`src/assert_macros.svh`:
```
// assertion macros used by the top-level rtl file
// expects clk and rst_n to be visible where a macro is used
`ifndef ASSERT_MACROS_SVH
`define ASSERT_MACROS_SVH

// property checked on every rising edge outside reset
`define ASSERT_CLK(lbl, prop, msg) \
    lbl: assert property (@(posedge clk) disable iff (!rst_n) prop) \
        else $error(msg);

// condition that must never hold outside reset
`define ASSERT_NEVER(lbl, expr, msg) \
    lbl: assert property (@(posedge clk) disable iff (!rst_n) !(expr)) \
        else $error(msg);

`endif

```
`src/dtts_pkg.sv`:
```
// shared constants, types and the unit lookup for the duration text parser
// no dependencies
package dtts_pkg;

    localparam int CHAR_W      = 8;
    localparam int TOTAL_W     = 32;
    localparam int DIGIT_W     = 4;
    localparam int SCALE_W     = 20;
    localparam int APB_DATA_W  = 32;
    localparam int CFG_ADDR_W  = 3;
    localparam int CFG_IDX_W   = CFG_ADDR_W - 2;

    localparam int QUEUE_DEPTH_DEF = 4;

    // register indexes
    localparam logic [CFG_IDX_W-1:0] CFG_IDX_FALLBACK_UNIT = CFG_IDX_W'(0);

    // characters
    localparam logic [CHAR_W-1:0] CHAR_NUL   = 8'h00;
    localparam logic [CHAR_W-1:0] CHAR_ZERO  = 8'h30;
    localparam logic [CHAR_W-1:0] CHAR_NINE  = 8'h39;
    localparam logic [CHAR_W-1:0] CHAR_SPACE = 8'h20;
    localparam logic [CHAR_W-1:0] CHAR_COMMA = 8'h2C;
    localparam logic [CHAR_W-1:0] CHAR_DOT   = 8'h2E;
    localparam logic [CHAR_W-1:0] CHAR_SEMI  = 8'h3B;
    localparam logic [CHAR_W-1:0] CHAR_COLON = 8'h3A;
    localparam logic [CHAR_W-1:0] CHAR_SLASH = 8'h2F;
    localparam logic [CHAR_W-1:0] UNIT_SEC   = 8'h73;
    localparam logic [CHAR_W-1:0] UNIT_MIN   = 8'h6D;
    localparam logic [CHAR_W-1:0] UNIT_HOUR  = 8'h68;
    localparam logic [CHAR_W-1:0] UNIT_DAY   = 8'h64;
    localparam logic [CHAR_W-1:0] UNIT_WEEK  = 8'h77;

    localparam logic [CHAR_W-1:0] FALLBACK_UNIT_RESET = UNIT_SEC;

    // seconds per unit
    localparam int SECS_PER_MIN  = 60;
    localparam int SECS_PER_HOUR = SECS_PER_MIN * 60;
    localparam int SECS_PER_DAY  = SECS_PER_HOUR * 24;
    localparam int SECS_PER_WEEK = SECS_PER_DAY * 7;

    localparam logic [SCALE_W-1:0] SCALE_SEC  = SCALE_W'(1);
    localparam logic [SCALE_W-1:0] SCALE_MIN  = SCALE_W'(SECS_PER_MIN);
    localparam logic [SCALE_W-1:0] SCALE_HOUR = SCALE_W'(SECS_PER_HOUR);
    localparam logic [SCALE_W-1:0] SCALE_DAY  = SCALE_W'(SECS_PER_DAY);
    localparam logic [SCALE_W-1:0] SCALE_WEEK = SCALE_W'(SECS_PER_WEEK);

    // operations passed from front to back
    localparam logic [1:0] OP_DIGIT = 2'd0;
    localparam logic [1:0] OP_UNIT  = 2'd1;
    localparam logic [1:0] OP_END   = 2'd2;

    typedef struct packed {
        logic [1:0]         op;
        logic               restart;     // digit opens a new number
        logic [DIGIT_W-1:0] digit;
        logic               use_number;  // unit applies to the pending number
        logic               known;       // unit is one of s m h d w
        logic [SCALE_W-1:0] scale;
    } dtts_entry_t;

    typedef struct packed {
        logic               known;
        logic [SCALE_W-1:0] scale;
    } dtts_unit_t;

    typedef struct packed {
        logic end_fire;
    } dtts_back_stat_t;

    function automatic dtts_unit_t unit_lookup(input logic [CHAR_W-1:0] c);
        dtts_unit_t r;
        r.known = 1'b1;
        case (c)
            UNIT_SEC:  r.scale = SCALE_SEC;
            UNIT_MIN:  r.scale = SCALE_MIN;
            UNIT_HOUR: r.scale = SCALE_HOUR;
            UNIT_DAY:  r.scale = SCALE_DAY;
            UNIT_WEEK: r.scale = SCALE_WEEK;
            default:
            begin
                r.known = 1'b0;
                r.scale = '0;
            end
        endcase
        return r;
    endfunction

endpackage

```
`src/dtts_if.sv`:
```
// request channels of the duration text parser: characters in, totals out
// depends on dtts_pkg
interface dtts_char_if;
    logic                         valid;
    logic                         ready;
    logic [dtts_pkg::CHAR_W-1:0]  char_code;

    modport source (output valid, output char_code, input ready);
    modport sink   (input valid, input char_code, output ready);
endinterface

interface dtts_result_if;
    logic                         valid;
    logic                         ready;
    logic [dtts_pkg::TOTAL_W-1:0] total_seconds;
    logic                         unknown_unit_seen;

    modport source (output valid, output total_seconds, output unknown_unit_seen,
                    input ready);
    modport sink   (input valid, input total_seconds, input unknown_unit_seen,
                    output ready);
endinterface

```
`src/dtts_front.sv`:
```
// front end: accepts characters, tracks the term phase, emits operations
// depends on dtts_pkg and dtts_if
module dtts_front (
    input  logic                        clk,
    input  logic                        rst_n,
    dtts_char_if.sink                   text,
    input  logic [dtts_pkg::CHAR_W-1:0] fallback_unit,
    input  logic                        q_full,
    output logic                        push,
    output dtts_pkg::dtts_entry_t       entry
);
    import dtts_pkg::*;

    localparam logic [1:0] PH_START  = 2'd0;
    localparam logic [1:0] PH_DELIM  = 2'd1;
    localparam logic [1:0] PH_DIGITS = 2'd2;

    logic [1:0]        phase_reg;
    logic [1:0]        phase_next;
    logic              accept;
    logic              in_digits;
    logic              is_digit;
    logic              is_delim;
    dtts_unit_t        char_unit;
    dtts_unit_t        dflt_unit;
    logic [CHAR_W-1:0] c;

    assign c          = text.char_code;
    assign text.ready = !q_full;
    assign accept     = text.valid && text.ready;
    assign in_digits  = (phase_reg == PH_DIGITS);
    assign is_digit   = c inside {[CHAR_ZERO:CHAR_NINE]};
    assign is_delim   = c inside {CHAR_SPACE, CHAR_COMMA, CHAR_DOT, CHAR_SEMI,
                                  CHAR_COLON, CHAR_SLASH};
    assign char_unit  = unit_lookup(c);
    assign dflt_unit  = unit_lookup(fallback_unit);

    always_comb
    begin
        phase_next       = phase_reg;
        push             = 1'b0;
        entry.op         = OP_UNIT;
        entry.restart    = !in_digits;
        entry.digit      = c[DIGIT_W-1:0];
        entry.use_number = in_digits;
        entry.known      = char_unit.known;
        entry.scale      = char_unit.scale;
        if (accept)
        begin
            if (c == CHAR_NUL)
            begin
                // trailing digits take the default unit, otherwise add nothing
                push        = 1'b1;
                entry.op    = OP_END;
                entry.known = in_digits ? dflt_unit.known : 1'b1;
                entry.scale = in_digits ? dflt_unit.scale : '0;
                phase_next  = PH_START;
            end
            else if (is_digit)
            begin
                push        = 1'b1;
                entry.op    = OP_DIGIT;
                entry.known = 1'b1;
                entry.scale = '0;
                phase_next  = PH_DIGITS;
            end
            else if (is_delim && !in_digits && phase_reg != PH_DELIM)
            begin
                // one delimiter at the start of a term is dropped here
                phase_next = PH_DELIM;
            end
            else
            begin
                push       = 1'b1;
                phase_next = PH_START;
            end
        end
    end

    always_ff @(posedge clk or negedge rst_n)
    begin
        if (!rst_n)
        begin
            phase_reg <= PH_START;
        end
        else
        begin
            phase_reg <= phase_next;
        end
    end

endmodule

```
`src/dtts_fifo.sv`:
```
// short operation queue between front and back
// depends on dtts_pkg
module dtts_fifo #(
    parameter int DEPTH = dtts_pkg::QUEUE_DEPTH_DEF
) (
    input  logic                          clk,
    input  logic                          rst_n,
    input  logic                          push,
    input  dtts_pkg::dtts_entry_t         wr_entry,
    input  logic                          pop,
    output dtts_pkg::dtts_entry_t         rd_entry,
    output logic                          full,
    output logic                          empty,
    output logic [$clog2(DEPTH+1)-1:0]    level
);
    import dtts_pkg::*;

    localparam int PTR_W = (DEPTH > 1) ? $clog2(DEPTH) : 1;
    localparam int LVL_W = $clog2(DEPTH + 1);

    dtts_entry_t      mem [DEPTH];
    logic [PTR_W-1:0] wr_ptr_reg;
    logic [PTR_W-1:0] wr_ptr_next;
    logic [PTR_W-1:0] rd_ptr_reg;
    logic [PTR_W-1:0] rd_ptr_next;
    logic [LVL_W-1:0] level_reg;
    logic [LVL_W-1:0] level_next;
    logic             do_push;
    logic             do_pop;

    assign full     = (level_reg == LVL_W'(DEPTH));
    assign empty    = (level_reg == '0);
    assign level    = level_reg;
    assign do_push  = push && !full;
    assign do_pop   = pop && !empty;
    assign rd_entry = mem[rd_ptr_reg];

    always_comb
    begin
        wr_ptr_next = wr_ptr_reg;
        rd_ptr_next = rd_ptr_reg;
        level_next  = level_reg;
        if (do_push)
        begin
            wr_ptr_next = (wr_ptr_reg == PTR_W'(DEPTH - 1)) ? '0 : wr_ptr_reg + 1'b1;
        end
        if (do_pop)
        begin
            rd_ptr_next = (rd_ptr_reg == PTR_W'(DEPTH - 1)) ? '0 : rd_ptr_reg + 1'b1;
        end
        if (do_push && !do_pop)
        begin
            level_next = level_reg + 1'b1;
        end
        else if (do_pop && !do_push)
        begin
            level_next = level_reg - 1'b1;
        end
    end

    always_ff @(posedge clk or negedge rst_n)
    begin
        if (!rst_n)
        begin
            wr_ptr_reg <= '0;
            rd_ptr_reg <= '0;
            level_reg  <= '0;
        end
        else
        begin
            wr_ptr_reg <= wr_ptr_next;
            rd_ptr_reg <= rd_ptr_next;
            level_reg  <= level_next;
        end
    end

    always_ff @(posedge clk)
    begin
        if (do_push)
        begin
            mem[wr_ptr_reg] <= wr_entry;
        end
    end

endmodule

```
`src/dtts_back.sv`:
```
// back end: number build, unit multiply, accumulate and result register
// depends on dtts_pkg and dtts_if
module dtts_back (
    input  logic                      clk,
    input  logic                      rst_n,
    input  logic                      q_empty,
    input  dtts_pkg::dtts_entry_t     q_entry,
    output logic                      q_pop,
    dtts_result_if.source             result,
    output dtts_pkg::dtts_back_stat_t stat
);
    import dtts_pkg::*;

    logic [TOTAL_W-1:0]         pending_reg;
    logic [TOTAL_W-1:0]         pending_next;
    logic [TOTAL_W-1:0]         total_reg;
    logic [TOTAL_W-1:0]         total_next;
    logic                       err_reg;
    logic                       err_next;

    logic                       s1_valid_reg;
    logic                       s1_valid_next;
    logic                       s1_end_reg;
    logic                       s1_end_next;
    logic                       s1_err_reg;
    logic                       s1_err_next;
    logic [TOTAL_W-1:0]         s1_product_reg;
    logic [TOTAL_W-1:0]         s1_product_next;

    logic                       out_valid_reg;
    logic                       out_valid_next;
    logic [TOTAL_W-1:0]         out_total_reg;
    logic [TOTAL_W-1:0]         out_total_next;
    logic                       out_err_reg;
    logic                       out_err_next;

    logic                       s1_stall;
    logic                       s1_fire;
    logic                       is_digit_op;
    logic [TOTAL_W-1:0]         number;
    logic [TOTAL_W+SCALE_W-1:0] prod_wide;
    logic [TOTAL_W-1:0]         base;
    logic [TOTAL_W-1:0]         sum;
    logic                       err_sum;

    assign s1_stall    = s1_valid_reg && s1_end_reg && out_valid_reg && !result.ready;
    assign s1_fire     = s1_valid_reg && !s1_stall;
    assign q_pop       = !q_empty && (!s1_valid_reg || s1_fire);
    assign is_digit_op = (q_entry.op == OP_DIGIT);
    assign number      = q_entry.use_number ? pending_reg : '0;
    assign prod_wide   = number * q_entry.scale;
    assign base        = q_entry.restart ? '0 : pending_reg;
    assign sum         = total_reg + s1_product_reg;
    assign err_sum     = err_reg | s1_err_reg;

    // stage one: pending number and unit product
    always_comb
    begin
        pending_next    = pending_reg;
        s1_valid_next   = s1_fire ? 1'b0 : s1_valid_reg;
        s1_end_next     = s1_end_reg;
        s1_err_next     = s1_err_reg;
        s1_product_next = s1_product_reg;
        if (q_pop)
        begin
            s1_valid_next   = 1'b1;
            s1_end_next     = (q_entry.op == OP_END);
            s1_err_next     = !is_digit_op && !q_entry.known;
            s1_product_next = (!is_digit_op && q_entry.known) ?
                              prod_wide[TOTAL_W-1:0] : '0;
            case (q_entry.op)
                OP_DIGIT: pending_next = (base << 3) + (base << 1)
                                         + TOTAL_W'(q_entry.digit);
                OP_UNIT:  pending_next = '0;
                OP_END:   pending_next = '0;
                default:  pending_next = pending_reg;
            endcase
        end
    end

    // stage two: accumulate, hand the total over on the terminator
    always_comb
    begin
        total_next     = total_reg;
        err_next       = err_reg;
        out_total_next = out_total_reg;
        out_err_next   = out_err_reg;
        out_valid_next = result.ready ? 1'b0 : out_valid_reg;
        if (s1_fire)
        begin
            if (s1_end_reg)
            begin
                out_total_next = sum;
                out_err_next   = err_sum;
                out_valid_next = 1'b1;
                total_next     = '0;
                err_next       = 1'b0;
            end
            else
            begin
                total_next = sum;
                err_next   = err_sum;
            end
        end
    end

    always_ff @(posedge clk or negedge rst_n)
    begin
        if (!rst_n)
        begin
            pending_reg   <= '0;
            total_reg     <= '0;
            err_reg       <= 1'b0;
            s1_valid_reg  <= 1'b0;
            s1_end_reg    <= 1'b0;
            out_valid_reg <= 1'b0;
        end
        else
        begin
            pending_reg   <= pending_next;
            total_reg     <= total_next;
            err_reg       <= err_next;
            s1_valid_reg  <= s1_valid_next;
            s1_end_reg    <= s1_end_next;
            out_valid_reg <= out_valid_next;
        end
    end

    always_ff @(posedge clk)
    begin
        s1_err_reg     <= s1_err_next;
        s1_product_reg <= s1_product_next;
        out_total_reg  <= out_total_next;
        out_err_reg    <= out_err_next;
    end

    assign result.valid             = out_valid_reg;
    assign result.total_seconds     = out_total_reg;
    assign result.unknown_unit_seen = out_err_reg;

    assign stat.end_fire = s1_fire && s1_end_reg;

endmodule

```
`src/duration_text_to_seconds.sv`:
```
// top level of the duration text parser: config register, front, queue, back
// depends on dtts_pkg, dtts_if, dtts_front, dtts_fifo, dtts_back, assert_macros.svh
`include "assert_macros.svh"

// Duration text parser. Characters arrive one per request on text (a zero
// byte ends the string); the total in seconds and the unknown-unit flag leave
// as one request on result for each terminator. One character is taken every
// cycle while the operation queue has room; the back end retires one queued
// operation per cycle through a multiply stage and an accumulate stage, save
// when a terminator waits behind an untaken result. A terminator passes the
// queue, the stage-one registers and the result register. The result register
// is separate from the accumulator, so characters of the next string keep
// flowing while a total waits to be taken, up to that string's terminator.
// The unit register for trailing numbers lies at byte address 0 of the APB
// port and must only be written while no string is in flight.
module duration_text_to_seconds #(
    parameter int QUEUE_DEPTH = dtts_pkg::QUEUE_DEPTH_DEF
) (
    input  logic                             clk,
    input  logic                             rst_n,
    dtts_char_if.sink                        text,
    dtts_result_if.source                    result,
    input  logic                             psel,
    input  logic                             penable,
    input  logic                             pwrite,
    input  logic [dtts_pkg::CFG_ADDR_W-1:0]  paddr,
    input  logic [dtts_pkg::APB_DATA_W-1:0]  pwdata,
    output logic [dtts_pkg::APB_DATA_W-1:0]  prdata,
    output logic                             pready
);
    import dtts_pkg::*;

    localparam int LVL_W = $clog2(QUEUE_DEPTH + 1);

    logic [CHAR_W-1:0]    fallback_unit_reg;
    logic [CHAR_W-1:0]    fallback_unit_next;
    logic                 cfg_wr;
    logic [CFG_IDX_W-1:0] cfg_idx;

    logic                 q_push;
    dtts_entry_t          q_wr_entry;
    logic                 q_pop;
    dtts_entry_t          q_rd_entry;
    logic                 q_full;
    logic                 q_empty;
    logic [LVL_W-1:0]     q_level;
    dtts_back_stat_t      bk_stat;
    logic                 term_accept;

    // register port, word index from the upper address bits
    assign pready  = 1'b1;
    assign cfg_idx = paddr[CFG_ADDR_W-1:2];
    assign cfg_wr  = psel && penable && pwrite && pready;

    always_comb
    begin
        fallback_unit_next = fallback_unit_reg;
        if (cfg_wr && cfg_idx == CFG_IDX_FALLBACK_UNIT)
        begin
            fallback_unit_next = pwdata[CHAR_W-1:0];
        end
    end

    always_comb
    begin
        case (cfg_idx)
            CFG_IDX_FALLBACK_UNIT: prdata = APB_DATA_W'(fallback_unit_reg);
            default:               prdata = '0;
        endcase
    end

    always_ff @(posedge clk or negedge rst_n)
    begin
        if (!rst_n)
        begin
            fallback_unit_reg <= FALLBACK_UNIT_RESET;
        end
        else
        begin
            fallback_unit_reg <= fallback_unit_next;
        end
    end

    // front: phase tracking and classification, one leading delimiter per term dropped here
    dtts_front u_front (
        .clk           (clk),
        .rst_n         (rst_n),
        .text          (text),
        .fallback_unit (fallback_unit_reg),
        .q_full        (q_full),
        .push          (q_push),
        .entry         (q_wr_entry)
    );

    // operation queue lets front and back stall apart
    dtts_fifo #(
        .DEPTH (QUEUE_DEPTH)
    ) u_fifo (
        .clk      (clk),
        .rst_n    (rst_n),
        .push     (q_push),
        .wr_entry (q_wr_entry),
        .pop      (q_pop),
        .rd_entry (q_rd_entry),
        .full     (q_full),
        .empty    (q_empty),
        .level    (q_level)
    );

    // back: number build, unit product, running total, result register
    dtts_back u_back (
        .clk     (clk),
        .rst_n   (rst_n),
        .q_empty (q_empty),
        .q_entry (q_rd_entry),
        .q_pop   (q_pop),
        .result  (result),
        .stat    (bk_stat)
    );

    // checks
    assign term_accept = text.valid && text.ready && text.char_code == CHAR_NUL;

    `ASSERT_CLK(a_level_bound, q_level <= LVL_W'(QUEUE_DEPTH), "queue level beyond depth")
    `ASSERT_CLK(a_term_queued, term_accept |=> q_level != '0, "terminator not queued")
    `ASSERT_CLK(a_result_origin, $rose(result.valid) |-> $past(bk_stat.end_fire), "stray result")

endmodule
```
`src/flat_wrapper.sv`:
```
// flat-port wrapper written by rule: the top's interface ports become plain ports
module duration_text_to_seconds_flat import dtts_pkg::*;
#(
    parameter int QUEUE_DEPTH = dtts_pkg::QUEUE_DEPTH_DEF
)
  (clk, rst_n, psel, penable, pwrite, paddr, pwdata, prdata, pready, text_valid, text_char_code, text_ready, result_valid, result_total_seconds, result_unknown_unit_seen, result_ready);
  dtts_char_if text_i ();
  dtts_result_if result_i ();
  input  logic clk;
  input  logic rst_n;
  input  logic psel;
  input  logic penable;
  input  logic pwrite;
  input  logic [dtts_pkg::CFG_ADDR_W-1:0] paddr;
  input  logic [dtts_pkg::APB_DATA_W-1:0] pwdata;
  output logic [dtts_pkg::APB_DATA_W-1:0] prdata;
  output logic pready;
  input wire logic [$bits(text_i.valid)-1:0] text_valid;
  input wire logic [$bits(text_i.char_code)-1:0] text_char_code;
  output wire logic [$bits(text_i.ready)-1:0] text_ready;
  output wire logic [$bits(result_i.valid)-1:0] result_valid;
  output wire logic [$bits(result_i.total_seconds)-1:0] result_total_seconds;
  output wire logic [$bits(result_i.unknown_unit_seen)-1:0] result_unknown_unit_seen;
  input wire logic [$bits(result_i.ready)-1:0] result_ready;
  assign text_i.valid = text_valid;
  assign text_i.char_code = text_char_code;
  assign text_ready = text_i.ready;
  assign result_valid = result_i.valid;
  assign result_total_seconds = result_i.total_seconds;
  assign result_unknown_unit_seen = result_i.unknown_unit_seen;
  assign result_i.ready = result_ready;
  duration_text_to_seconds #(.QUEUE_DEPTH(QUEUE_DEPTH)) u_core (.clk(clk), .rst_n(rst_n), .text(text_i), .result(result_i), .psel(psel), .penable(penable), .pwrite(pwrite), .paddr(paddr), .pwdata(pwdata), .prdata(prdata), .pready(pready));
endmodule
```
`config.mk`:
```
export PLATFORM = sky130hd
export DESIGN_NAME = duration_text_to_seconds_flat
export DESIGN_NICKNAME = d
export VERILOG_FILES = /design/src/dtts_pkg.sv /design/src/dtts_if.sv /design/src/dtts_front.sv /design/src/dtts_fifo.sv /design/src/dtts_back.sv /design/src/duration_text_to_seconds.sv /design/src/flat_wrapper.sv
export VERILOG_INCLUDE_DIRS = /design/src /design/src/src
export SDC_FILE = /design/constraint.sdc
export NUM_CORES = 1
export LEC_CHECK = 0
export CAP_MARGIN = 30
export CORE_UTILIZATION = 30
export DETAILED_ROUTE_END_ITERATION = 12
export DONT_BUFFER_PORTS = 1
export PLACE_DENSITY = 0.54
export SLEW_MARGIN = 20
export SYNTH_ARGS = -nofsm -noshare
export SYNTH_HDL_FRONTEND = slang
export SYNTH_SLANG_ARGS = --single-unit
```
`constraint.sdc`:
```
create_clock -name clk -period 14.73 [get_ports clk]
set_input_delay 0.7365 -clock clk [delete_from_list [all_inputs] [get_ports clk]]
set_output_delay 0.7365 -clock clk [all_outputs]
set_load 0.01 [all_outputs]
```
# [After elaboration in Yosys (flattened, before gate mapping)]
# Memory sizes are Yosys's and may differ from the RTL's.
# Cells that the tools add are included.
[totals] reg_bits=151 latch_bits=0 ramBits=116 rom_bits=0 input_bits=50 output_inout_bits=68 wordCells=128 memories=1
[classes] add_sub_neg=7 multipliers=1 div_mod_pow=0 order_cmp=2 n_eq_ne=23 shifts=0 mux=36 bitwise=2 n_reduce_logical=41
[memory_table] name="u_core.u_fifo.mem" depth=4 word_bits=29 read_ports=1 rd_clocked_by_memory_dff=0 write_ports=1 line="dtts_fifo.sv:21" source="dtts_entry_t mem [DEPTH];"
[ops] operator="$pmux W20 S5" n=2
[ops] operator="$eq A8 B7 Y1 const B" n=10
[ops] operator="$add A32 B32 Y32" n=2
[ops] operator="$mux W32" n=2
[ops] operator="$pmux W32 S2" n=1
[ops] operator="$mux W21" n=3
[ops] operator="$eq A8 B6 Y1 const B" n=6
[ops] operator="$add A32 B4 Y32" n=1
[ops] operator="$mul A32 B20 Y32" n=1
[ops] operator="$mux W31" n=1
[ops] operator="$mux W20" n=1
[ops] operator="$logic_and A1 B1 Y1" n=18
[ops] operator="$mux W1" n=17
[ops] operator="$mux W2" n=6
[ops] operator="$logic_not A1 Y1" n=10
[ops] operator="$reduce_or A5 Y1" n=2
[ops] operator="$eq A2 B2 Y1 const B" n=4
[ops] operator="$ge A8 B6 Y1 const B" n=1
[ops] operator="$le A8 B6 Y1 const B" n=1
[ops] operator="$logic_not A8 Y1" n=1
[ops] operator="$mux W8" n=1
[ops] operator="$mux W3" n=2
[ops] operator="$reduce_bool A2 Y1" n=3
[ops] operator="$reduce_bool A6 Y1" n=1
[ops] operator="13 further kinds" n=15

# [Longest topological paths before layout]
# Gate-level depths: netlist of the first run.
[logic_depth] word_depth=13 ltp_mapped=31 mapped_depth_nobuf=29

# [Cells and area by module]
# Synthesis of the first run repeated with hierarchy kept, for this count alone.
[unflattened] hier_cells=2657 area_unflattened_um2=27614.0
[modules_own_cells] mod="dtts_back" n_inst=1 cells_each=2316 area_each_um2=21698.3 seq_area_each_um2=3683.5
[modules_own_cells] mod="dtts_fifo" n_inst=1 cells_each=188 area_each_um2=4618.2 seq_area_each_um2=3658.5
[modules_own_cells] mod="dtts_front" n_inst=1 cells_each=101 area_each_um2=711.9 seq_area_each_um2=50.0
[modules_own_cells] mod="duration_text_to_seconds" n_inst=1 cells_each=52 area_each_um2=585.6 seq_area_each_um2=206.4

# [Worst setup path before layout of the first run]
# No wires, ideal clock.
[synth_path] path_type="flip-flop to flip-flop" startpoint="register u_core.u_fifo.rd_ptr_reg[0]" endpoint="register u_core.u_back.s1_product_reg[31], data pin" setup_ps=266 t_arrival_ps=7034 required_ps=14464 path_slack_ps=7430 path_stages_with_launch=27 n_path_buf=4 synth_period_minus_slack_ps=7300 path_cell_list="dfrtp_1 buf_6 mux4_2 clkbuf_1 clkbuf_1 clkbuf_1 nand3_1 fa_1 fa_1 fa_1 inv_1 fa_1 fa_1 fa_1 inv_1 fa_1 inv_1 ha_1 a21o_1 a21oi_1 o211ai_1 a211o_1 a41oi_1 o21ai_0 o211ai_1 xnor2_1 nor2_1"
[synth_via] elab_chain_cells=4 elab_cells_between_ends=6 classes_between="mul: 1; mux: 1; reduce/logical: 3; memory: 1"
[synth_lines] element="start, declared" line="dtts_fifo.sv:24" source="logic [PTR_W-1:0] rd_ptr_reg;"
[synth_lines] element="start signal, assigned" line="dtts_fifo.sv:72" source="rd_ptr_reg <= rd_ptr_next;"
[synth_lines] element="$mem_v2 Z4 W29 *"
[synth_lines] element="parallel branches: the longest is 3 deep, another holds $mul A32 B20 Y32"
[synth_lines] element="end signal, assigned" line="dtts_back.sv:132" source="s1_product_reg <= s1_product_next;"
[synth_lines] element="end, declared" line="dtts_back.sv:27" source="logic [TOTAL_W-1:0] s1_product_reg;"
# Every way passes the cells marked *.
# A chain may end at the register's enable or synchronous reset.

# [Final worst setup path of the first run]
# Same ends and word-level chain as after synthesis.

==> results of run 1 <==
-- Yosys cell counts, types with 25 or more instances --
| cell type | number | share of area [%] |
|---|---|---|
| inv_1 | 402 | 6.6 |
| fa_1 | 255 | 22 |
| ha_1 | 250 | 14 |
| nor2_1 | 179 | 2.9 |
| nand2_1 | 166 | 2.7 |
| edfxtp_1 | 134 | 18 |
| dfrtp_1 | 80 | 8.7 |
| xnor2_1 | 75 | 2.9 |
| a21oi_1 | 70 | 1.5 |
| a21o_1 | 56 | 1.8 |
| nand3_1 | 55 | 1.2 |
| clkbuf_1 | 51 | 0.83 |
| o21ai_0 | 51 | 1.1 |
| nor2b_1 | 48 | 1.3 |
| a22o_1 | 44 | 1.7 |
| xor2_1 | 40 | 1.5 |
| buf_4 | 25 | 0.82 |
-- stage by stage --
| stage | util (%) | power [mW] | hold slack, ns |
|---|---|---|---|
| 5_1_grt | 32.97 | 3.897 | 0.08524 |
| 3_3_place_gp | 31.58 | 2.866 | 0.4438 |
| 3_5_place_dp | 31.69 | 2.930 | 0.4434 |
| 6_report | 32.97 | 3.596 | 0.06508 |
| 4_1_cts | 32.92 | 3.630 | 0.07579 |
| 2_1_floorplan | - | 2.396 | 0.4409 |
-- per-layer routing --
| layer | part of all wire, % | GRT usage (%) | vias up |
|---|---|---|---|
| li1 | - | - | 7436 |
| met1 | 47 | 19.77 | 7774 |
| met2 | 47 | 25.22 | 307 |
| met3 | 3.8 | 1.713 | 77 |
| met4 | 2.3 | 3.494 | 0 |
| met5 | 0 | 0 | - |
-- worst reg2reg max path, stage by stage (launching register included) --
cell and delay (ns):
dfrtp_1 0.33, buf_4 0.43, mux4_2 0.32, buf_4 0.63, nand2_1 0.46, nor2_1 0.36, fa_1 0.48, fa_1 0.53
inv_1 0.06, fa_1 0.53, inv_1 0.05, fa_1 0.51, fa_1 0.43, fa_1 0.49, inv_1 0.05, fa_1 0.47
inv_1 0.04, ha_1 0.36, a21o_1 0.21, a21oi_1 0.21, o211ai_1 0.15, a211o_1 0.29, a41oi_1 0.28, o21ai_0 0.16
o211ai_1 0.15, xnor2_1 0.15, nor2_1 0.06
-- timing repair --
item                                    4_1_cts  5_1_grt
endpoints found under the setup margin        0        0
setup buffers                                 0        0
hold buffers                                  2        0
endpoints found under the hold margin        83        0
-- cells by family (layout without fill, tap and decap cells) --
family | count (synthesis) | in the layout | synth area share (%)
mux | 48 | 48 | 2.862
flops | 219 | 219 | 26.83
buf+inv | 486 | 473 | 8.439
other cells | 2 | 25 | 0.03272
fa+ha+maj | 507 | 507 | 35.96
xor+xnor | 117 | 117 | 4.558
compound gates | 334 | 334 | 10.07
simple gates | 560 | 560 | 11.25
-- worst max path at each step --
stage / start / end / slack [ns] / depth (start not counted)
final: u_core.u_fifo.rd_ptr_reg[0] / u_core.u_back.s1_product_reg[31] / 6.29 / 26
after detailed placement: u_core.u_fifo.rd_ptr_reg[0] / u_core.u_back.s1_product_reg[31] / 6.32 / 26
after CTS: u_core.u_fifo.rd_ptr_reg[0] / u_core.u_back.s1_product_reg[31] / 6.30 / 26
after global placement: u_core.u_fifo.rd_ptr_reg[0] / u_core.u_back.s1_product_reg[31] / 6.42 / 25
after floorplan: u_core.u_fifo.rd_ptr_reg[0] / u_core.u_back.s1_product_reg[31] / 7.43 / 26
after global routing: u_core.u_fifo.rd_ptr_reg[0] / u_core.u_back.s1_product_reg[31] / 5.76 / 26
-- area by class of cell --
class | instances | area [µm²]
fill | 7714 | 50830
multi-input combinational | 1591 | 14960
sequential | 219 | 6157
inverter | 402 | 1509
tap | 978 | 1224
clock buffer | 34 | 700.7
timing repair buffer | 23 | 257.7
clock inverter | 14 | 192.7
-- power by group --
part	switching, mW	total (mW)	leakage, nW	internal [mW]
clock	0.264	0.670	0.421	0.406
combinational	1.21	1.92	9.57	0.713
sequential	0.112	1.00	2.37	0.893
total	1.58	3.60	12.4	2.01
==> impl_metrics.env, run 1 <==
export IMPL_status="complete, no violations"
export IMPL_skew_ns=0.02451
export IMPL_grt_pass1_vias=16760
export IMPL_syn_to_final_growth_pct=8.914
export IMPL_rr_worst_depth=26
export IMPL_ys_seq_area_share_pct=26.83
export IMPL_layout_cells_non_filler=3261
export IMPL_drt_iter0_drc=1020
export IMPL_cts_max_level=1
export IMPL_crit_buf_inv=6
export IMPL_nets=2818
export IMPL_reg2reg_slack_ns=6.29
export IMPL_design_area_mm2=0.02500
export IMPL_firstDrtPassIters=5
export IMPL_path_delay_family="adder cells"
export IMPL_fin_ws_ns=6.286
export IMPL_insertion_delay_ns=0.56
export IMPL_final_cell_mix="inv_1, fa_1, ha_1"
export IMPL_die_h_um=278.6
export IMPL_placed_area_mm2=0.02403
export IMPL_fin_crit_ns=8.444
export IMPL_cp_arrival_ns=8.73
export IMPL_worst_setup_path_type="reg2reg"
export IMPL_antenna_found_initial=0
export IMPL_ys_flop_type="edfxtp_1"
export IMPL_place_gp_congestion=0.9290
export IMPL_post_place_cells=3209
export IMPL_ios=118
export IMPL_fp_dieArea_mm2=0.07761
export IMPL_r2r_end="u_core.u_back.s1_product_reg[31]"
export IMPL_final_common_cell="inv_1"
export IMPL_cts_tree="yes"
export IMPL_io_buffers=0
export IMPL_crit_fanout=81
export IMPL_dp_hpwl_um=45610
export IMPL_cts_root_buf="clkbuf_16"
export IMPL_ys_ff_latch=219
export IMPL_cap_violations=0
export IMPL_synth_edf_count=134
export IMPL_syn_area_mm2=0.02295
export IMPL_top_register="u_core.u_fifo.mem"
export IMPL_crit_top_cell="fa_1"
export IMPL_overflow=0
export IMPL_vdd_ir_drop_max_uv=96.41
export IMPL_postRouteAntennaNets=0
export IMPL_rsz0062_at_grt="no"
export IMPL_p_leak_nw=12.37
export IMPL_hold_viol=0
export IMPL_postSynth_asyncResetShare_pct=38.81
export IMPL_rows=101
export IMPL_min_period_over_period_pct=57.33
export IMPL_fp_dieW_um=278.6
export IMPL_setup_tns_final_ns=0
export IMPL_synth_yosys_warnings=0
export IMPL_cts_sinks=219
export IMPL_grt_max_degree=84
export IMPL_cp_slowest_cell="buf_4"
export IMPL_max_freq_mhz=118.4
export IMPL_grt_pass1_wl_um=91290
export IMPL_syn_area_per_cell_um2=10.10
export IMPL_drive_gt1_share_pct=5.256
export IMPL_viasPerCell=4.782
export IMPL_power_density_mw_per_mm2=143.9
export IMPL_vias=15590
export IMPL_slew_violations=0
export IMPL_tightest_slew_ns=0.9890
export IMPL_syn_inst=2273
export IMPL_finalSetupViolCount=0
export IMPL_grt_use_total_pct=14.72
export IMPL_largest_reg_flops=68
export IMPL_required_ns=15.01
export IMPL_startpoint_type="register"
export IMPL_cts_buffer_depth=3
export IMPL_remaining_drc_errors=0
export IMPL_cts_buffers=26
export IMPL_worstHoldPathType="in2async"
export IMPL_cts_resized_gates=0
export IMPL_crit_path_end_kind="register"
export IMPL_start_util_pct=30.27
export IMPL_rr_startpoint="u_core.u_fifo.rd_ptr_reg[0]"
export IMPL_yosysUniqueCellTypes=72
export IMPL_post_place_ws_ns=6.323
export IMPL_slew_headroom_pct=32.77
export IMPL_wirelength_um=56070
export IMPL_diodes=0
export IMPL_core_mm2=0.07582
export IMPL_path_clk_slew_ns=0.06
export IMPL_cpPeakStageDelay_ns=0.63
export IMPL_wl_per_cell_um=17.19
Note: power is estimated with default switching activity, not from simulation.
==> run 2, diff against run 1 <==
Settings changed: ABC_AREA set to 1, PLACE_DENSITY 0.54 to 0.55.
Clock period 14.73 ns to 7.15 ns, I/O delays scaled along.
==> impl_metrics.env, run 2 <==
export IMPL_synth_compound_area_share_pct=9.903
export IMPL_start_util_pct=30.33
export IMPL_rows=102
export IMPL_synth_xor_area_share_pct=1.935
export IMPL_fp_dieArea_mm2=0.07958
export IMPL_vias=17990
export IMPL_synth_most_common_cell="inv_1"
export IMPL_synth_adder_area_share_pct=34.98
export IMPL_path_delay_family="adder cells"
export IMPL_ys_flop_type="edfxtp_1"
export IMPL_vdd_ir_drop_max_uv=211.9
export IMPL_remaining_drc_errors=0
export IMPL_setup_tns_final_ns=0
export IMPL_ios=118
export IMPL_antenna_found_initial=0
export IMPL_ys_ff_latch=219
export IMPL_core_mm2=0.07759
export IMPL_tightest_slew_ns=0.8466
export IMPL_p_leak_nw=13.45
export IMPL_wirelength_um=61460
export IMPL_cts_root_buf="clkbuf_16"
export IMPL_cts_max_level=1
export IMPL_synth_yosys_warnings=0
export IMPL_cpPeakStageDelay_ns=0.57
export IMPL_crit_fanout=12
export IMPL_fp_dieW_um=282.1
export IMPL_place_gp_congestion=0.9135
export IMPL_grt_max_degree=86
export IMPL_die_h_um=282.1
export IMPL_yosysUniqueCellTypes=52
export IMPL_crit_top_cell="fa_1"
export IMPL_firstDrtPassIters=7
export IMPL_grt_pass1_vias=18700
export IMPL_fin_crit_ns=6.870
export IMPL_cp_arrival_ns=7.18
export IMPL_power_density_mw_per_mm2=289.3
export IMPL_whs_ns=0.09275
export IMPL_grt_use_total_pct=15.87
export IMPL_crit_buf_inv=8
export IMPL_synth_area_leaders="fa_1, edfxtp_1, ha_1"
export IMPL_cp_slowest_cell="fa_1"
export IMPL_cts_buffers=26
export IMPL_startpoint_type="register"
export IMPL_required_ns=7.46
export IMPL_grt_pass1_wl_um=99380
export IMPL_hold_viol=0
export IMPL_synth_simple_area_share_pct=15.41
export IMPL_cap_violations=0
export IMPL_top_register="u_core.u_fifo.mem"
export IMPL_drt_iter0_drc=955
export IMPL_insertion_delay_ns=0.56
export IMPL_dp_hpwl_um=50950
export IMPL_synth_top_cells_by_count="inv_1, nand2_1, nor2_1, fa_1, ha_1"
export IMPL_largest_reg_flops=68
export IMPL_nets=3436
export IMPL_drive_gt1_share_pct=10.48
export IMPL_yosys_area_top_type="fa_1"
export IMPL_status="complete, no violations"
export IMPL_postSynth_asyncResetShare_pct=38.81
export IMPL_postRouteAntennaNets=0
export IMPL_cts_buffer_depth=3
export IMPL_syn_to_final_growth_pct=15.13
export IMPL_crit_path_end_kind="register"
export IMPL_worst_setup_path_type="reg2reg"
export IMPL_netlist_area_leader_share_pct=21.69
export IMPL_placed_area_mm2=0.02559
export IMPL_ys_seq_area_share_pct=26.16
export IMPL_slew_violations=0
export IMPL_syn_inst=2749
export IMPL_syn_area_mm2=0.02354
export IMPL_diodes=0
export IMPL_synth_top_family_by_area="adder cells"
export IMPL_overflow=0
export IMPL_viasPerCell=4.565
export IMPL_finalSetupViolCount=0
export IMPL_slew_headroom_pct=43.07
export IMPL_final_cell_mix="inv_1, nand2_1, nor2_1"
export IMPL_syn_area_per_cell_um2=8.562
export IMPL_io_buffers=0
export IMPL_synthMuxAreaShare_pct=0
export IMPL_design_area_mm2=0.02710
export IMPL_cts_tree="yes"
export IMPL_skew_ns=0.009283
export IMPL_final_common_cell="inv_1"
export IMPL_min_period_over_period_pct=96.09
export IMPL_synth_edf_count=134
export IMPL_max_freq_mhz=145.6
export IMPL_cts_sinks=219
export IMPL_path_clk_slew_ns=0.06
export IMPL_wl_per_cell_um=15.59
export IMPL_worstHoldPathType="in2reg"
export IMPL_rsz0062_at_grt="yes"
-- run 2: cell types whose count changed in the layout (fill, tap and decap cells not counted), moves of 42 or more --
| cell | delta |
|---|---|
| xnor2_1 | -60 |
| nand2_1 | +232 |
| o21ai_0 | +85 |
| inv_1 | +195 |
| nor2_1 | +98 |
| a21oi_1 | +88 |
| nor2b_1 | -48 |
| nor2_2 | +42 |
| buf_4 | +116 |
-- run 2: cells by family after synthesis --
kind of cell    count (synthesis)
compound gates                410
xor+xnor                       52
fa+ha+maj                     505
buf+inv                       684
flops                         219
other cells                     2
simple gates                  877
-- run 2: area by class of cell --
type                       count  area [µm²]
timing repair buffer         156        1338
clock buffer                  30       675.6
multi-input combinational   1869       15120
fill                        8097       50490
sequential                   219        6160
inverter                     609        2297
clock inverter                18       211.5
tap                         1040        1301
-- run 2: power by group --
part	switching, mW	total, mW	internal [mW]	leakage (nW)
Combinational	2.88	4.43	1.55	10.6
Clock	0.541	1.36	0.824	0.424
Sequential	0.202	2.04	1.84	2.41
Total	3.62	7.84	4.22	13.4
-- run 2: final timing paths --
check	to	depth (start not counted)	from	slack (ns)
worst max register to register	u_core.u_back.s1_product_reg[28]	29	u_core.u_fifo.rd_ptr_reg[1]	0.28
worst min-delay path	u_core.u_front.phase_reg[0]	2	text_valid	0.09
max in group asynchronous	u_core.u_back.pending_reg[29]	2	rst_n	6.35
worst max-delay path	u_core.u_back.s1_product_reg[28]	29	u_core.u_fifo.rd_ptr_reg[1]	0.28
min in group asynchronous	u_core.u_back.total_reg[3]	2	rst_n	0.37
worst min register to register	u_core.u_back.total_reg[30]	2	u_core.u_back.total_reg[30]	0.49
-- run 2: worst register-to-register path, delay by kind of cell (launching register included) --
family	cells	cell delay [ns]
adder cells (fa/ha/maj)	8	3.82
AND/OR/NAND/NOR	9	1.01
buffers and inverters	8	0.78
AO/OA/AOI/OAI	4	0.56
flip-flops	1	0.46
-- run 2: what timing repair did --
item	in CTS	in global routing
hold endpoints to repair	110	0
resized for setup	0	103
hold buffers	15	0
setup buffers	0	4
endpoints found under the setup margin	0	14
-- run 2: metrics by stage --
stage	setup WS, ns	utilization [%]	instances	total power, mW
finish	0.2797	34.92	3941	7.840
CTS	0.0004885	34.33	3935	7.682
global placement	0.06691	32.96	3871	6.209
global route	-0.04519	34.92	3941	8.547
detailed placement	0.02535	32.98	3872	6.267
floorplan	0.2853	-	2772	4.838
-- run 2: per-layer routing --
metal / vias up / GRT usage [%] / wire [µm]
li1: 8940 / - / -
met3: 108 / 2.131 / 2811
met5: - / 0 / 0
met2: 352 / 26.37 / 27730
met1: 8592 / 21.58 / 28960
met4: 0 / 4.153 / 1959
==> run 3, diff against run 2 <==
Settings changed: BUFFER_PORTS_ARGS set to -buffer_cell sky130_fd_sc_hd__buf_2, DONT_BUFFER_PORTS 1 to unset, PLACE_DENSITY 0.55 to 0.56.
==> impl_metrics.env, run 3 (synthesis results as in run 2) <==
export IMPL_status="complete, no violations"
export IMPL_crit_buf_inv=11
export IMPL_rows=102
export IMPL_worstHoldPathType="in2reg"
export IMPL_p_leak_nw=13.71
export IMPL_hold_start="pwdata[6]"
export IMPL_postRouteAntennaNets=0
export IMPL_top_register="u_core.u_fifo.mem"
export IMPL_startpoint_type="register"
export IMPL_cts_max_level=1
export IMPL_firstDrtPassIters=5
export IMPL_grt_max_degree=57
export IMPL_hold_viol=0
export IMPL_cts_tree="yes"
export IMPL_nets=3499
export IMPL_syn_to_final_growth_pct=16.95
export IMPL_rsz0062_at_grt="yes"
export IMPL_grt_use_total_pct=15.65
export IMPL_fp_dieArea_mm2=0.07958
export IMPL_fin_crit_ns=6.901
export IMPL_min_period_over_period_pct=96.52
export IMPL_rr_startpoint="u_core.u_fifo.rd_ptr_reg[0]"
export IMPL_io_buffers=66
export IMPL_crit_path_end_kind="register"
export IMPL_tightest_slew_ns=0.8600
export IMPL_dp_hpwl_um=51080
export IMPL_multiInputGateArea_mm2=0.01524
export IMPL_cts_buffer_depth=3
export IMPL_cp_arrival_ns=7.20
export IMPL_vdd_ir_drop_max_uv=216.2
export IMPL_crit_top_cell="inv_1"
export IMPL_drt_iter0_drc=1047
export IMPL_wl_per_cell_um=15.51
export IMPL_startpoint="u_core.u_fifo.rd_ptr_reg[0]"
export IMPL_die_h_um=282.1
export IMPL_p_total_mw=8.098
export IMPL_combPwrFrac_pct=59.6
export IMPL_cts_root_buf="clkbuf_16"
export IMPL_viasPerCell=4.543
export IMPL_crit_fanout=8
export IMPL_ios=118
export IMPL_seq_area_mm2=0.006160
export IMPL_cpPeakStageDelay_ns=0.53
export IMPL_skew_ns=0.01312
export IMPL_final_cell_mix="inv_1, nand2_1, nor2_1"
export IMPL_placed_area_mm2=0.02591
export IMPL_required_ns=7.45
export IMPL_diodes=0
export IMPL_p_int_mw=4.356
export IMPL_grt_pass1_vias=18550
export IMPL_slew_headroom_pct=42.61
export IMPL_insertion_delay_ns=0.55
export IMPL_start_util_pct=30.33
export IMPL_worst_setup_path_type="reg2reg"
export IMPL_grt_pass1_wl_um=98880
export IMPL_max_freq_mhz=144.9
export IMPL_cts_sinks=219
export IMPL_fp_dieW_um=282.1
export IMPL_cp_slowest_cell="fa_1"
export IMPL_remaining_drc_errors=0
export IMPL_cts_buffers=25
export IMPL_power_density_mw_per_mm2=294.2
export IMPL_final_common_cell="inv_1"
export IMPL_path_delay_family="adder cells"
export IMPL_nFillCells=8106
export IMPL_wirelength_um=62080
export IMPL_slew_violations=0
export IMPL_core_mm2=0.07759
export IMPL_design_area_mm2=0.02753
export IMPL_largest_reg_flops=68
export IMPL_p_sw_mw=3.742
export IMPL_drive_gt1_share_pct=13.54
export IMPL_p_seq_share_pct=24.6
export IMPL_overflow=0
export IMPL_path_clk_slew_ns=0.06
export IMPL_power_frac_clock_pct=15.8
export IMPL_place_gp_congestion=0.9308
export IMPL_cap_violations=0
export IMPL_p_sw_share_pct=46.21
export IMPL_vias=18180
export IMPL_finalSetupViolCount=0
export IMPL_antenna_found_initial=0
run 3: stage by stage:
step	setup slack, ns	hold WS [ns]	setup TNS [ns]	std cells	util (%)
final	0.2488	0.04705	0	4002	35.47
after global routing	-0.05461	0.03973	-0.08236	4002	35.47
after CTS	0.007791	0.02290	0	3980	34.44
after detailed placement	0.05321	0.3217	0	3934	33.40
after global placement	0.08363	0.3180	0	3933	33.38
after floorplan	0.2853	0.06191	0	2772	-
run 3: per-layer routing:
layer / vias to the layer above / track usage, % / share of wire (%)
met5: - / 0 / 0
met4: 0 / 2.968 / 2.0
met3: 66 / 1.602 / 3.4
met2: 319 / 26.21 / 46
met1: 8737 / 21.86 / 49
li1: 9059 / - / -
run 3: cell type report:
type                            instances  share of cell area [%]
Sequential cell                       219                   22.38
Multi-Input combinational cell       1871                   55.38
Clock inverter                         16                  0.5818
Tap cell                             1040                   4.727
Timing Repair Buffer                  218                   6.255
Inverter                              609                   8.350
Clock buffer                           29                   2.327
run 3: worst reg2reg max path: cells and delay by family (launching register included):
kind	cells	cell delay, ns
adders and majority gates	8	3.77
and+or+nand+nor	12	1.45
buffers and inverters	11	0.84
DFF	1	0.47
AOI/OAI and AO/OA	1	0.13
run 3: final timing paths:
check / endpoint / cells past startpoint / slack [ns]
setup / recovery: u_core.u_back.s1_product_reg[31] / 32 / 0.25
min in group asynchronous: u_core.u_back.total_reg[3] / 2 / 0.28
hold / removal: u_core.fallback_unit_reg[6] / 3 / 0.05
setup reg to reg: u_core.u_back.s1_product_reg[31] / 32 / 0.25
hold reg to reg: u_core.u_back.total_reg[22] / 2 / 0.49
max in group asynchronous: u_core.u_fifo.rd_ptr_reg[0] / 3 / 5.63
run 3: power by group through the flow:
stage / Sequential (mW) / Combinational, mW / Clock [mW]
CTS: 1.99 / 4.39 / 1.31
detailed placement: 2.00 / 4.36 / 0
floorplan: 2.01 / 2.83 / 0
finish: 1.99 / 4.83 / 1.28
global placement: 2.00 / 4.30 / 0
global route: 2.03 / 5.38 / 1.36
run 3: repair_timing:
| action | in CTS | in global routing |
|---|---|---|
| setup buffers | 0 | 15 |
| hold buffers | 1 | 0 |
| hold endpoints to repair | 29 | 0 |
| resized for setup | 0 | 144 |
| setup endpoints to repair | 0 | 14 |
